## src/rtl/rvpc_pkg.sv

```systemverilog
// Shared types and codes for the response vote presence checker.
package rvpc_pkg;

    localparam logic [1:0] OP_BYTE   = 2'd0;
    localparam logic [1:0] OP_FAIL   = 2'd1;
    localparam logic [1:0] OP_FINISH = 2'd2;

    localparam logic KIND_ATTEMPT = 1'b0;
    localparam logic KIND_VERDICT = 1'b1;

    localparam logic [1:0] VERDICT_ABSENT       = 2'd0;
    localparam logic [1:0] VERDICT_PRESENT      = 2'd1;
    localparam logic [1:0] VERDICT_INCONSISTENT = 2'd2;
    localparam logic [1:0] VERDICT_NO_DATA      = 2'd3;

    localparam logic [7:0] TALLY_MAX = 8'hFF;

    typedef struct packed {
        logic [1:0] opcode;
        logic [7:0] data_byte;
        logic [7:0] pattern;
    } in_item_t;

    typedef struct packed {
        logic       kind;
        logic [7:0] vote_byte;
        logic       all_match;
        logic       last_match;
        logic       second_match;
        logic       vote_match;
        logic [1:0] verdict;
        logic [7:0] attempt_total;
        logic [7:0] transport_total;
        logic [7:0] vote_total;
        logic [7:0] second_total;
        logic [7:0] whole_total;
    } out_item_t;

    // Status of a block that completes on the current item.
    typedef struct packed {
        logic       done;
        logic [7:0] vote_byte;
        logic       whole;
        logic       last;
        logic       second;
        logic       vote_match;
    } attempt_t;

    typedef struct packed {
        logic [7:0] attempt;
        logic [7:0] transport;
        logic [7:0] vote;
        logic [7:0] second;
        logic [7:0] whole;
    } tally_t;

endpackage

```

## src/rtl/rvpc_block_acc.sv

```systemverilog
// Per-block accumulator: bit-wise ones counters, byte position and match flags.
module rvpc_block_acc
    import rvpc_pkg::*;
#(
    parameter int BLOCK_BYTES = 32
)
(
    input  logic       clk,
    input  logic       rst_n,
    input  logic       step,
    input  logic [1:0] opcode,
    input  logic [7:0] data_byte,
    input  logic [7:0] pattern,
    output attempt_t   status
);

    localparam int CW = $clog2(BLOCK_BYTES + 1);
    localparam int PW = $clog2(BLOCK_BYTES);
    localparam logic [PW-1:0] LAST_POS = PW'(BLOCK_BYTES - 1);
    localparam logic [PW-1:0] SECOND_POS = PW'(1);
    localparam logic [CW-1:0] HALF = CW'(BLOCK_BYTES / 2);

    logic [CW-1:0] ones_reg [8];
    logic [CW-1:0] ones_next [8];
    logic [CW-1:0] ones_sum [8];
    logic [PW-1:0] pos_reg;
    logic [PW-1:0] pos_next;
    logic          whole_reg;
    logic          whole_next;
    logic          second_reg;
    logic          second_next;

    logic       is_byte;
    logic       at_last;
    logic       match;
    logic       whole_now;
    logic       second_now;
    logic [7:0] expect_byte;
    logic [7:0] vote;
    logic       clear;

    always_comb
    begin
        expect_byte = ~pattern;
        match       = (data_byte == expect_byte);
        is_byte     = step && (opcode == OP_BYTE);
        at_last     = (pos_reg == LAST_POS);
        whole_now   = whole_reg && match;
        second_now  = (pos_reg == SECOND_POS) ? match : second_reg;
        for (int b = 0; b < 8; b++)
        begin
            ones_sum[b] = ones_reg[b] + CW'(data_byte[b]);
            vote[b]     = (ones_sum[b] > HALF);
        end
        // Failure, finish and block end all drop the partial block.
        clear = step && ((opcode == OP_FAIL) || (opcode == OP_FINISH) || (is_byte && at_last));

        ones_next   = ones_reg;
        pos_next    = pos_reg;
        whole_next  = whole_reg;
        second_next = second_reg;
        if (clear)
        begin
            for (int b = 0; b < 8; b++)
            begin
                ones_next[b] = '0;
            end
            pos_next    = '0;
            whole_next  = 1'b1;
            second_next = 1'b0;
        end
        else if (is_byte)
        begin
            ones_next   = ones_sum;
            pos_next    = pos_reg + PW'(1);
            whole_next  = whole_now;
            second_next = second_now;
        end

        status.done       = is_byte && at_last;
        status.vote_byte  = vote;
        status.whole      = whole_now;
        status.last       = match;
        status.second     = second_now;
        status.vote_match = (vote == expect_byte);
    end

    always_ff @(posedge clk or negedge rst_n)
    begin
        if (!rst_n)
        begin
            for (int b = 0; b < 8; b++)
            begin
                ones_reg[b] <= '0;
            end
            pos_reg    <= '0;
            whole_reg  <= 1'b1;
            second_reg <= 1'b0;
        end
        else
        begin
            ones_reg   <= ones_next;
            pos_reg    <= pos_next;
            whole_reg  <= whole_next;
            second_reg <= second_next;
        end
    end

endmodule

```

## src/rtl/rvpc_tally.sv

```systemverilog
// Saturating attempt tallies and presence verdict.
module rvpc_tally
    import rvpc_pkg::*;
(
    input  logic       clk,
    input  logic       rst_n,
    input  logic       step,
    input  logic [1:0] opcode,
    input  attempt_t   status,
    output tally_t     totals,
    output logic [1:0] verdict
);

    tally_t cnt_reg;
    tally_t cnt_next;
    logic   is_fail;
    logic   is_finish;

    function automatic logic [7:0] sat_inc(input logic [7:0] v, input logic by);
        logic [7:0] r;
        r = v;
        if (by && (v != TALLY_MAX))
        begin
            r = v + 8'd1;
        end
        return r;
    endfunction

    always_comb
    begin
        is_fail   = step && (opcode == OP_FAIL);
        is_finish = step && (opcode == OP_FINISH);

        cnt_next = cnt_reg;
        if (is_finish)
        begin
            cnt_next = '0;
        end
        else
        begin
            cnt_next.attempt   = sat_inc(cnt_reg.attempt, status.done || is_fail);
            cnt_next.transport = sat_inc(cnt_reg.transport, status.done);
            cnt_next.vote      = sat_inc(cnt_reg.vote, status.done && status.vote_match);
            cnt_next.second    = sat_inc(cnt_reg.second, status.done && status.second);
            cnt_next.whole     = sat_inc(cnt_reg.whole, status.done && status.whole);
        end

        totals = cnt_reg;
        if (cnt_reg.attempt == 8'd0)
        begin
            verdict = VERDICT_NO_DATA;
        end
        else if (cnt_reg.transport != cnt_reg.attempt)
        begin
            verdict = VERDICT_INCONSISTENT;
        end
        else if ((cnt_reg.vote == cnt_reg.attempt) && (cnt_reg.second == cnt_reg.attempt))
        begin
            verdict = VERDICT_PRESENT;
        end
        else if ((cnt_reg.vote == 8'd0) && (cnt_reg.second == 8'd0))
        begin
            verdict = VERDICT_ABSENT;
        end
        else
        begin
            verdict = VERDICT_INCONSISTENT;
        end
    end

    always_ff @(posedge clk or negedge rst_n)
    begin
        if (!rst_n)
        begin
            cnt_reg <= '0;
        end
        else
        begin
            cnt_reg <= cnt_next;
        end
    end

endmodule

```

## src/rtl/response_vote_presence_checker_core.sv

```systemverilog
// Top level of the response vote presence checker: input stage, datapath, report register.
//
// Channels: resp_* carries one item per handshake (response byte, transfer
// failure or finish); rpt_* carries reports. An item moves when valid is high
// and stall is low at a rising edge of clk.
// Each response byte updates eight per-bit ones counters; the last byte of a
// block of BLOCK_BYTES bytes yields an attempt report (majority byte and match
// flags). A finish item yields a verdict report with the saturating tallies
// and clears them. Failures and other bytes yield no report.
// A report comes from the item in the input register and is held in the report register.
// Throughput: one item per cycle unless the report is stalled; the input register and the
// report register are the only pipeline stages, with all per-item work between them.
// Reset (rst_n low, asynchronous): both stages empty, block and tallies clear.
// When the receiver stalls, the report holds; one more item can wait in the
// input register, after which resp_stall rises until the report is taken.
module response_vote_presence_checker_core
    import rvpc_pkg::*;
#(
    parameter int BLOCK_BYTES = 32
)
(
    input  logic      clk,
    input  logic      rst_n,
    input  logic      resp_valid,
    output logic      resp_stall,
    input  in_item_t  resp_item,
    output logic      rpt_valid,
    input  logic      rpt_stall,
    output out_item_t rpt_item
);

    logic      in_valid_reg;
    logic      in_valid_next;
    in_item_t  in_item_reg;
    logic      out_valid_reg;
    logic      out_valid_next;
    out_item_t out_item_reg;
    out_item_t out_item_next;

    logic       advance;
    logic       step;
    logic       resp_take;
    attempt_t   status;
    tally_t     totals;
    logic [1:0] verdict;

    always_comb
    begin
        advance    = !out_valid_reg || !rpt_stall;
        step       = in_valid_reg && advance;
        resp_stall = in_valid_reg && !advance;
        resp_take  = resp_valid && !resp_stall;
    end

    rvpc_block_acc #(
        .BLOCK_BYTES(BLOCK_BYTES)
    ) u_block (
        .clk      (clk),
        .rst_n    (rst_n),
        .step     (step),
        .opcode   (in_item_reg.opcode),
        .data_byte(in_item_reg.data_byte),
        .pattern  (in_item_reg.pattern),
        .status   (status)
    );

    rvpc_tally u_tally (
        .clk    (clk),
        .rst_n  (rst_n),
        .step   (step),
        .opcode (in_item_reg.opcode),
        .status (status),
        .totals (totals),
        .verdict(verdict)
    );

    always_comb
    begin
        in_valid_next = in_valid_reg;
        if (resp_take)
        begin
            in_valid_next = 1'b1;
        end
        else if (step)
        begin
            in_valid_next = 1'b0;
        end

        out_item_next = '0;
        if (in_item_reg.opcode == OP_FINISH)
        begin
            out_item_next.kind            = KIND_VERDICT;
            out_item_next.verdict         = verdict;
            out_item_next.attempt_total   = totals.attempt;
            out_item_next.transport_total = totals.transport;
            out_item_next.vote_total      = totals.vote;
            out_item_next.second_total    = totals.second;
            out_item_next.whole_total     = totals.whole;
        end
        else
        begin
            out_item_next.kind         = KIND_ATTEMPT;
            out_item_next.vote_byte    = status.vote_byte;
            out_item_next.all_match    = status.whole;
            out_item_next.last_match   = status.last;
            out_item_next.second_match = status.second;
            out_item_next.vote_match   = status.vote_match;
        end

        // Hold the report while stalled; otherwise load whatever this item yields.
        out_valid_next = out_valid_reg;
        if (advance)
        begin
            out_valid_next = step && (status.done || (in_item_reg.opcode == OP_FINISH));
        end

        rpt_valid = out_valid_reg;
        rpt_item  = out_item_reg;
    end

    always_ff @(posedge clk or negedge rst_n)
    begin
        if (!rst_n)
        begin
            in_valid_reg  <= 1'b0;
            out_valid_reg <= 1'b0;
        end
        else
        begin
            in_valid_reg  <= in_valid_next;
            out_valid_reg <= out_valid_next;
        end
    end

    always_ff @(posedge clk)
    begin
        if (resp_take)
        begin
            in_item_reg <= resp_item;
        end
        if (advance)
        begin
            out_item_reg <= out_item_next;
        end
    end

    a_transport_le_attempt: assert property (@(posedge clk) disable iff (!rst_n)
        rpt_valid && (rpt_item.kind == KIND_VERDICT)
        |-> rpt_item.transport_total <= rpt_item.attempt_total)
        else $error("transport tally exceeds attempt tally");

    a_present_needs_votes: assert property (@(posedge clk) disable iff (!rst_n)
        rpt_valid && (rpt_item.kind == KIND_VERDICT) && (rpt_item.verdict == VERDICT_PRESENT)
        |-> (rpt_item.attempt_total != 8'd0) && (rpt_item.vote_total == rpt_item.attempt_total))
        else $error("present verdict without full vote tally");

    a_whole_implies_last: assert property (@(posedge clk) disable iff (!rst_n)
        rpt_valid && (rpt_item.kind == KIND_ATTEMPT) && rpt_item.all_match
        |-> rpt_item.last_match)
        else $error("whole-block match without last-byte match");

    a_stall_only_when_full: assert property (@(posedge clk) disable iff (!rst_n)
        resp_stall |-> in_valid_reg && rpt_valid)
        else $error("input stalled with a free pipeline");

endmodule
```

## config.mk

```make
export PLATFORM = sky130hd
export DESIGN_NAME = response_vote_presence_checker_core
export DESIGN_NICKNAME = d
export VERILOG_FILES = /design/src/rtl/rvpc_pkg.sv /design/src/rtl/rvpc_block_acc.sv /design/src/rtl/rvpc_tally.sv /design/src/rtl/response_vote_presence_checker_core.sv
export SDC_FILE = /design/constraint.sdc
export NUM_CORES = 1
export LEC_CHECK = 0
export BUFFER_PORTS_ARGS = -buffer_cell sky130_fd_sc_hd__buf_2
export CAP_MARGIN = 30
export CORE_MARGIN = 2
export CORE_UTILIZATION = 60
export DETAILED_ROUTE_END_ITERATION = 8
export GPL_TIMING_DRIVEN = 0
export PLACE_DENSITY = 0.8
export SYNTH_ARGS = -nofsm -noshare
export SYNTH_HDL_FRONTEND = slang
export SYNTH_SLANG_ARGS = --single-unit
```

## constraint.sdc

```tcl
create_clock -name clk -period 5.1 [get_ports clk]
set_input_delay 1.02 -clock clk [delete_from_list [all_inputs] [get_ports clk]]
set_output_delay 1.02 -clock clk [all_outputs]
set_load 0.01 [all_outputs]
```

==> run metrics, run 1 <==
status finished clean; DR WL/cell 17.04 um; Net count, final 978; synthesized flop and latch total 170; Post-synth EDFFs 73; CTS Root Cell clkbuf_16; Synth top area share 27.84%; DR DRC count 0; sequential share of the synthesized area 53.55%; Starting Density between 60% and 70%; Register Area approximately 4600 um2; Worst Setup Start Kind flop; area delta synth->final 14.63%; # rows 43; vias in the first global route 6171; RSZ-0062 raised after global routing no; maxcap violations 0; ANT cells 0; Clock Latency Late Sink approximately 0.43 ns; setup ws final 1.269 ns; Final Setup Violations 0; CP delay by family, top simple AND/OR/NAND/NOR gates; final instance area 9892 um2; Final ANT Viol Nets 0; clock power share 40.1%; CTS tree built; Net Count, Synth 879; num ports 79; footprint of the multi-input gates 3781 um2; CP Class flop to flop; switching power between 0.8 and 0.9 mW; largest net degree at the start of global routing 70; routed wire length 19060 um; Ys Warns 0; Port-buffer cells 78; syn_area_per_cell 10.43 um2; filler instances 1037; maximum level of the CTS H-tree 4; All-Layer GR Usage 26.33%; dpl hpwl 13160 um; Tmin final 3.831 ns; max reg flops 55; fin crit share 75.12%; GRT overflow 0; core area 13990 um2; largest area contributor in the netlist dfrtp_1; DRT iter0 DRCs approximately 540; setup TNS 0 ns; FMAX roughly 260 MHz; peak supply drop 215.5 uV; Slew @ Worst Pin around 1.1 ns; pwr dens 324.7 nW/um2; Die H between 100 and 150 um; crit-path cells ha_1 > ha_1 > or4bb_1 > a31oi_1 > nor3_1 > a222oi_1 > nand4_1 > or4_4 > buf_6 > or4_1 > a21oi_1; number of post-CTS setup repair buffers 0; Hold Path Class input pin to async pin; most frequent cells in the layout dfrtp_1 (96), nor2_1 (91), nand2_1 (88); Sw Ratio 25.54%; placed cell areas 9298 um2; Worst Path Required 5.45 ns; Slew HR 25.81%; Setup WS pre-CTS 1.141 ns; Final Max Slew Viols 0; power share of the combinational group 11.3%; Hold Vio Cnt, Final 0; Setup Skew 0.005605 ns; layout cells sized above 1 between 10 and 15%; Post-CTS Hold Fix Bufs 0; Top cell by count, worst path ha_1; DR vias 6635; ranking of synthesized cells by area dfrtp_1 (28%), edfxtp_1 (25%), xor2_1 (4.5%), ha_1 (4.3%), nor2_1 (4.0%); crit path DAT 4.19 ns; CP bufs+invs 1; Distinct cells, synth 61; Pre-antenna DRT Iters 5; Primary FF master, synth dfrtp_1; Critical Path Max Stage Delay 0.59 ns; Max FO, Critical Path 10; CTS Sinks between 150 and 200; Leakage Power 4.388 nW; Reg clk slew, reported paths 0.06 ns; Crit-path slowest cell or4_4; part of the power in registers between 40% and 50%; CP endpoint kind flop; Post-Syn Area 8630 um2; antenna violations before repair 0; first-pass GRT wire length 30460 um; DR vias/cell 5.929; Async SR Flop Fraction 57.06%; commonest non-fill, non-tap cell in the layout dfrtp_1; die width between 100 and 150 um; RD Place Congestion about 0.9; total CTS buffers 17; CTS max path bufs 2; Post-CTS Resized 0; synthesized instance count 827; Die Area roughly 15000 um2; P_int ~2.4 mW
synth_stat cells (5+ instances only):
cell type	instances
a211oi_1	7
a21oi_1	44
a31oi_1	6
a32oi_1	5
and2_1	46
and3_1	21
clkbuf_1	36
dfrtp_1	96
edfxtp_1	73
ha_1	30
inv_1	18
nand2_1	89
nand3_1	23
nand4_1	27
nor2_1	91
nor3_1	21
nor4_1	9
o21ai_0	10
or3_1	8
or4_1	9
xnor2_1	39
xor2_1	44
final timing paths:
check	end	cells past startpoint	start	slack (ns)
worst min register to register	u_block.ones_reg[36]	2	u_block.ones_reg[36]	0.53
max in group asynchronous	u_block.ones_reg[5]	2	rst_n	3.89
min in group clk	u_block.ones_reg[36]	2	u_block.ones_reg[36]	0.53
worst min-delay path	u_block.ones_reg[25]	1	rst_n	0.51
worst max-delay path	u_tally.totals[18]	11	in_item_reg[9]	1.27
worst max register to register	u_tally.totals[18]	11	in_item_reg[9]	1.27
through the flow:
stage / instances / utilization, % / power, mW / hold slack (ns)
6_report: 1119 / 70.72 / 3.212 / 0.5099
2_1_floorplan: 827 / - / 1.806 / 0.5000
3_3_place_gp: 1085 / 66.09 / 1.930 / 0.5110
5_1_grt: 1119 / 70.72 / 3.336 / 0.5380
4_1_cts: 1119 / 70.72 / 3.225 / 0.5157
3_5_place_dp: 1087 / 66.47 / 1.946 / 0.5235
power groups by stage:
stage | registers (mW) | clock network (mW) | logic [mW]
floorplan | 1.59 | 0 | 0.217
global placement | 1.58 | 0 | 0.347
detailed placement | 1.59 | 0 | 0.360
CTS | 1.56 | 1.30 | 0.364
global route | 1.57 | 1.36 | 0.408
finish | 1.56 | 1.29 | 0.364
worst register-to-register path, cell delays in order (launching register included):
cell,delay [ns]
edfxtp_1,0.44
ha_1,0.29
ha_1,0.33
or4bb_1,0.52
a31oi_1,0.22
nor3_1,0.07
a222oi_1,0.34
nand4_1,0.16
or4_4,0.59
buf_6,0.16
or4_1,0.46
a21oi_1,0.16
per-layer routing:
metal | share of wire [%] | GRT usage (%)
met1 | 42 | 33.14
met4 | 2.7 | 11.66
met3 | 5.3 | 5.632
met5 | 0 | 0
met2 | 50 | 44.02
layout make-up:
class | instances | area share, %
Clock buffer | 19 | 4.579
Clock inverter | 13 | 1.429
Buffer | 41 | 1.644
Timing Repair Buffer | 80 | 4.452
Multi-Input combinational cell | 598 | 38.22
Inverter | 18 | 0.6830
Sequential cell | 170 | 46.71
Tap cell | 180 | 2.277
cell families after synthesis:
group	synth area share, %
and+or+nand+nor	21.02
DFF	53.55
muxes	0.4640
AOI/OAI and AO/OA	9.265
xor gates and xnor gates	8.685
buffers and inverters	2.668
adders and majority gates	4.350
(Power assumes the default switching activity.)
==> run 2, diff against run 1 <==
==> constraint.sdc (replaced) <==
create_clock -name clk -period 3.8 [get_ports clk]
set_input_delay 0.76 -clock clk [delete_from_list [all_inputs] [get_ports clk]]
set_output_delay 0.76 -clock clk [all_outputs]
set_load 0.01 [all_outputs]
==> run 2 against run 1 <==
Flip-flop and latch count is the same. Critical path depth is the same. Sequential power grew 35%. Combinational power grew 38%. Critical endpoint unchanged. Final area grew 0.14%. Utilization grew 0.098 points. Sequential share of layout area shrank 0.065 points. Non-clock buffer count grew 4. Register-to-register slack lost 1.2 ns. Clock-buffer cell count shrank 2. Highest routed layer unchanged. Maximum frequency grew 3.5%. Clock skew grew 0.0014 ns.
==> run metrics, run 2 (synthesis results as in run 1) <==
setup TNS 0 ns (unchanged); DR WL/cell 17.17 um (was 17.04 um); Die Area 15360 um2 (unchanged); DR vias 6733 (was 6635); Slew @ Worst Pin 0.9010 ns (was 1.105 ns); Worst Path Required 4.15 ns (was 5.45 ns); core area 13990 um2 (unchanged); antenna violations before repair 0 (unchanged); Hold Vio Cnt, Final 0 (unchanged); Setup WS pre-CTS 0.03281 ns (was 1.141 ns); Pre-antenna DRT Iters 7 (was 5); # rows 43 (unchanged); setup ws final 0.09784 ns (was 1.269 ns); Crit-path slowest cell or4_4 (unchanged); Final ANT Viol Nets 0 (unchanged); CTS max path bufs 2 (unchanged); Net count, final 982 (was 978); Port-buffer cells 78 (unchanged); layout cells sized above 1 13.26% (was 12.99%); CP endpoint kind flop (unchanged); Die H 123.9 um (unchanged); DR vias/cell 5.996 (was 5.929); routed wire length 19280 um (was 19060 um); pwr dens 426.1 nW/um2 (was 324.7 nW/um2); All-Layer GR Usage 26.80% (was 26.33%); ANT cells 0 (unchanged); Setup Skew 0.007034 ns (was 0.005605 ns); DR DRC count 0 (unchanged); peak supply drop 287.7 uV (was 215.5 uV); largest net degree at the start of global routing 51 (was 70); Clock Latency Late Sink 0.43 ns (about the same); num ports 79 (unchanged); crit-path cells ha_4 > ha_4 > or4bb_1 > a31oi_1 > nor3_1 > a222oi_1 > nand4_1 > or4_4 > buf_6 > or4_1 > a21oi_2 (was ha_1 > ha_1 > or4bb_1 > a31oi_1 > nor3_1 > a222oi_1 > nand4_1 > or4_4 > buf_6 > or4_1 > a21oi_1); Final Max Slew Viols 0 (unchanged); maximum level of the CTS H-tree 4 (unchanged); CP Class flop to flop (unchanged); Critical Path Max Stage Delay 0.59 ns (about the same); first-pass GRT wire length 31080 um (was 30460 um); Starting Density 61.69% (unchanged); maxcap violations 0 (unchanged); FMAX 270.1 MHz (was 261.0 MHz); Max FO, Critical Path 10 (unchanged); Top cell by count, worst path ha_4 (was ha_1); vias in the first global route 6345 (was 6171); Hold Path Class input pin to async pin (unchanged); Worst Setup Start Kind flop (unchanged); Post-CTS Hold Fix Bufs 0 (unchanged); Reg clk slew, reported paths 0.06 ns (about the same); CTS Sinks 170 (unchanged); area delta synth->final 14.79% (was 14.63%); total CTS buffers 17 (unchanged); dpl hpwl 13120 um (was 13160 um); CTS Root Cell clkbuf_16 (unchanged); die width 123.9 um (unchanged); most frequent cells in the layout dfrtp_1 (96), nor2_1 (91), nand2_1 (88) (unchanged); fin crit share 97.43% (was 75.12%); commonest non-fill, non-tap cell in the layout dfrtp_1 (unchanged); Tmin final 3.702 ns (was 3.831 ns); status finished clean (unchanged); Leakage Power 4.376 nW (was 4.388 nW); max reg flops 55 (unchanged); RD Place Congestion 0.9227 (was 0.9140); CTS tree built (unchanged); crit path DAT 4.05 ns (was 4.19 ns); Slew HR 39.93% (was 25.81%); GRT overflow 0 (unchanged); DRT iter0 DRCs 555 (was 544); Final Setup Violations 0 (unchanged)
-- run 2: cell count changes in the layout (fill, tap and decap cells not counted), sizes merged --
cell	previous run	this run
buf	85	88
bufinv	2	1
clkbuf	55	54
clkinv	7	8
clkinvlp	2	3
inv	20	21
-- run 2: what timing repair did --
item                                    4_1_cts  5_1_grt
endpoints found under the setup margin        1        7
buffers inserted                              0        3
pin swaps                                     0        5
gates resized for setup                       1        3
-- run 2: power breakdown --
group | internal (mW) | total (mW) | switching, mW
clock network | 0.900 | 1.62 | 0.723
logic | 0.192 | 0.501 | 0.309
registers | 2.02 | 2.10 | 0.0795
-- run 2: layout make-up --
cell class | count | area, um2
buffer | 41 | 162.7
clock buffer | 17 | 425.4
clock inverter | 15 | 126.4
fill | 1039 | 4083
inverter | 18 | 67.56
multi-input combinational | 598 | 3810
sequential | 170 | 4621
tap | 180 | 225.2
timing repair buffer | 84 | 467.9
-- run 2: worst paths after layout --
kind / to / start / slack, ns / cells past startpoint
setup / recovery: u_tally.totals[18] / in_item_reg[9] / 0.1 / 11
hold / removal: u_block.ones_reg[26] / rst_n / 0.39 / 1
setup reg to reg: u_tally.totals[18] / in_item_reg[9] / 0.1 / 11
hold reg to reg: u_block.whole_reg / u_block.whole_reg / 0.53 / 1
max in group asynchronous: u_block.ones_reg[9] / rst_n / 2.73 / 2
min in group clk: in_item_reg[15] / resp_item[15] / 0.50 / 1
-- run 2: routing by layer --
metal	vias to the layer above	routed length (um)	track usage, %
li1	3170	-	-
met1	3228	7828	34.04
met2	281	9523	44.37
met3	54	1261	5.128
met4	0	667	13.06
met5	-	0	0
-- run 2: worst max-delay path: cells and delay by family (launching register included) --
kind | cells | cell delay (ns)
and+or+nand+nor | 5 | 1.84
DFF | 1 | 0.47
AOI/OAI and AO/OA | 3 | 0.71
adders and majority gates | 2 | 0.44
buffers and inverters | 1 | 0.17
-- run 2: stage by stage --
stage               power (mW)  hold WS [ns]  std cells  util (%)  area (um2)
detailed placement       2.614        0.5174       1087     66.47        9298
global placement         2.590        0.5102       1085     66.11        9248
floorplan                2.423        0.4644        827         -        8632
global route             4.371        0.4417       1123     70.81        9906
CTS                      4.223        0.4009       1119     70.43        9852
finish                   4.221        0.3855       1123     70.81        9906
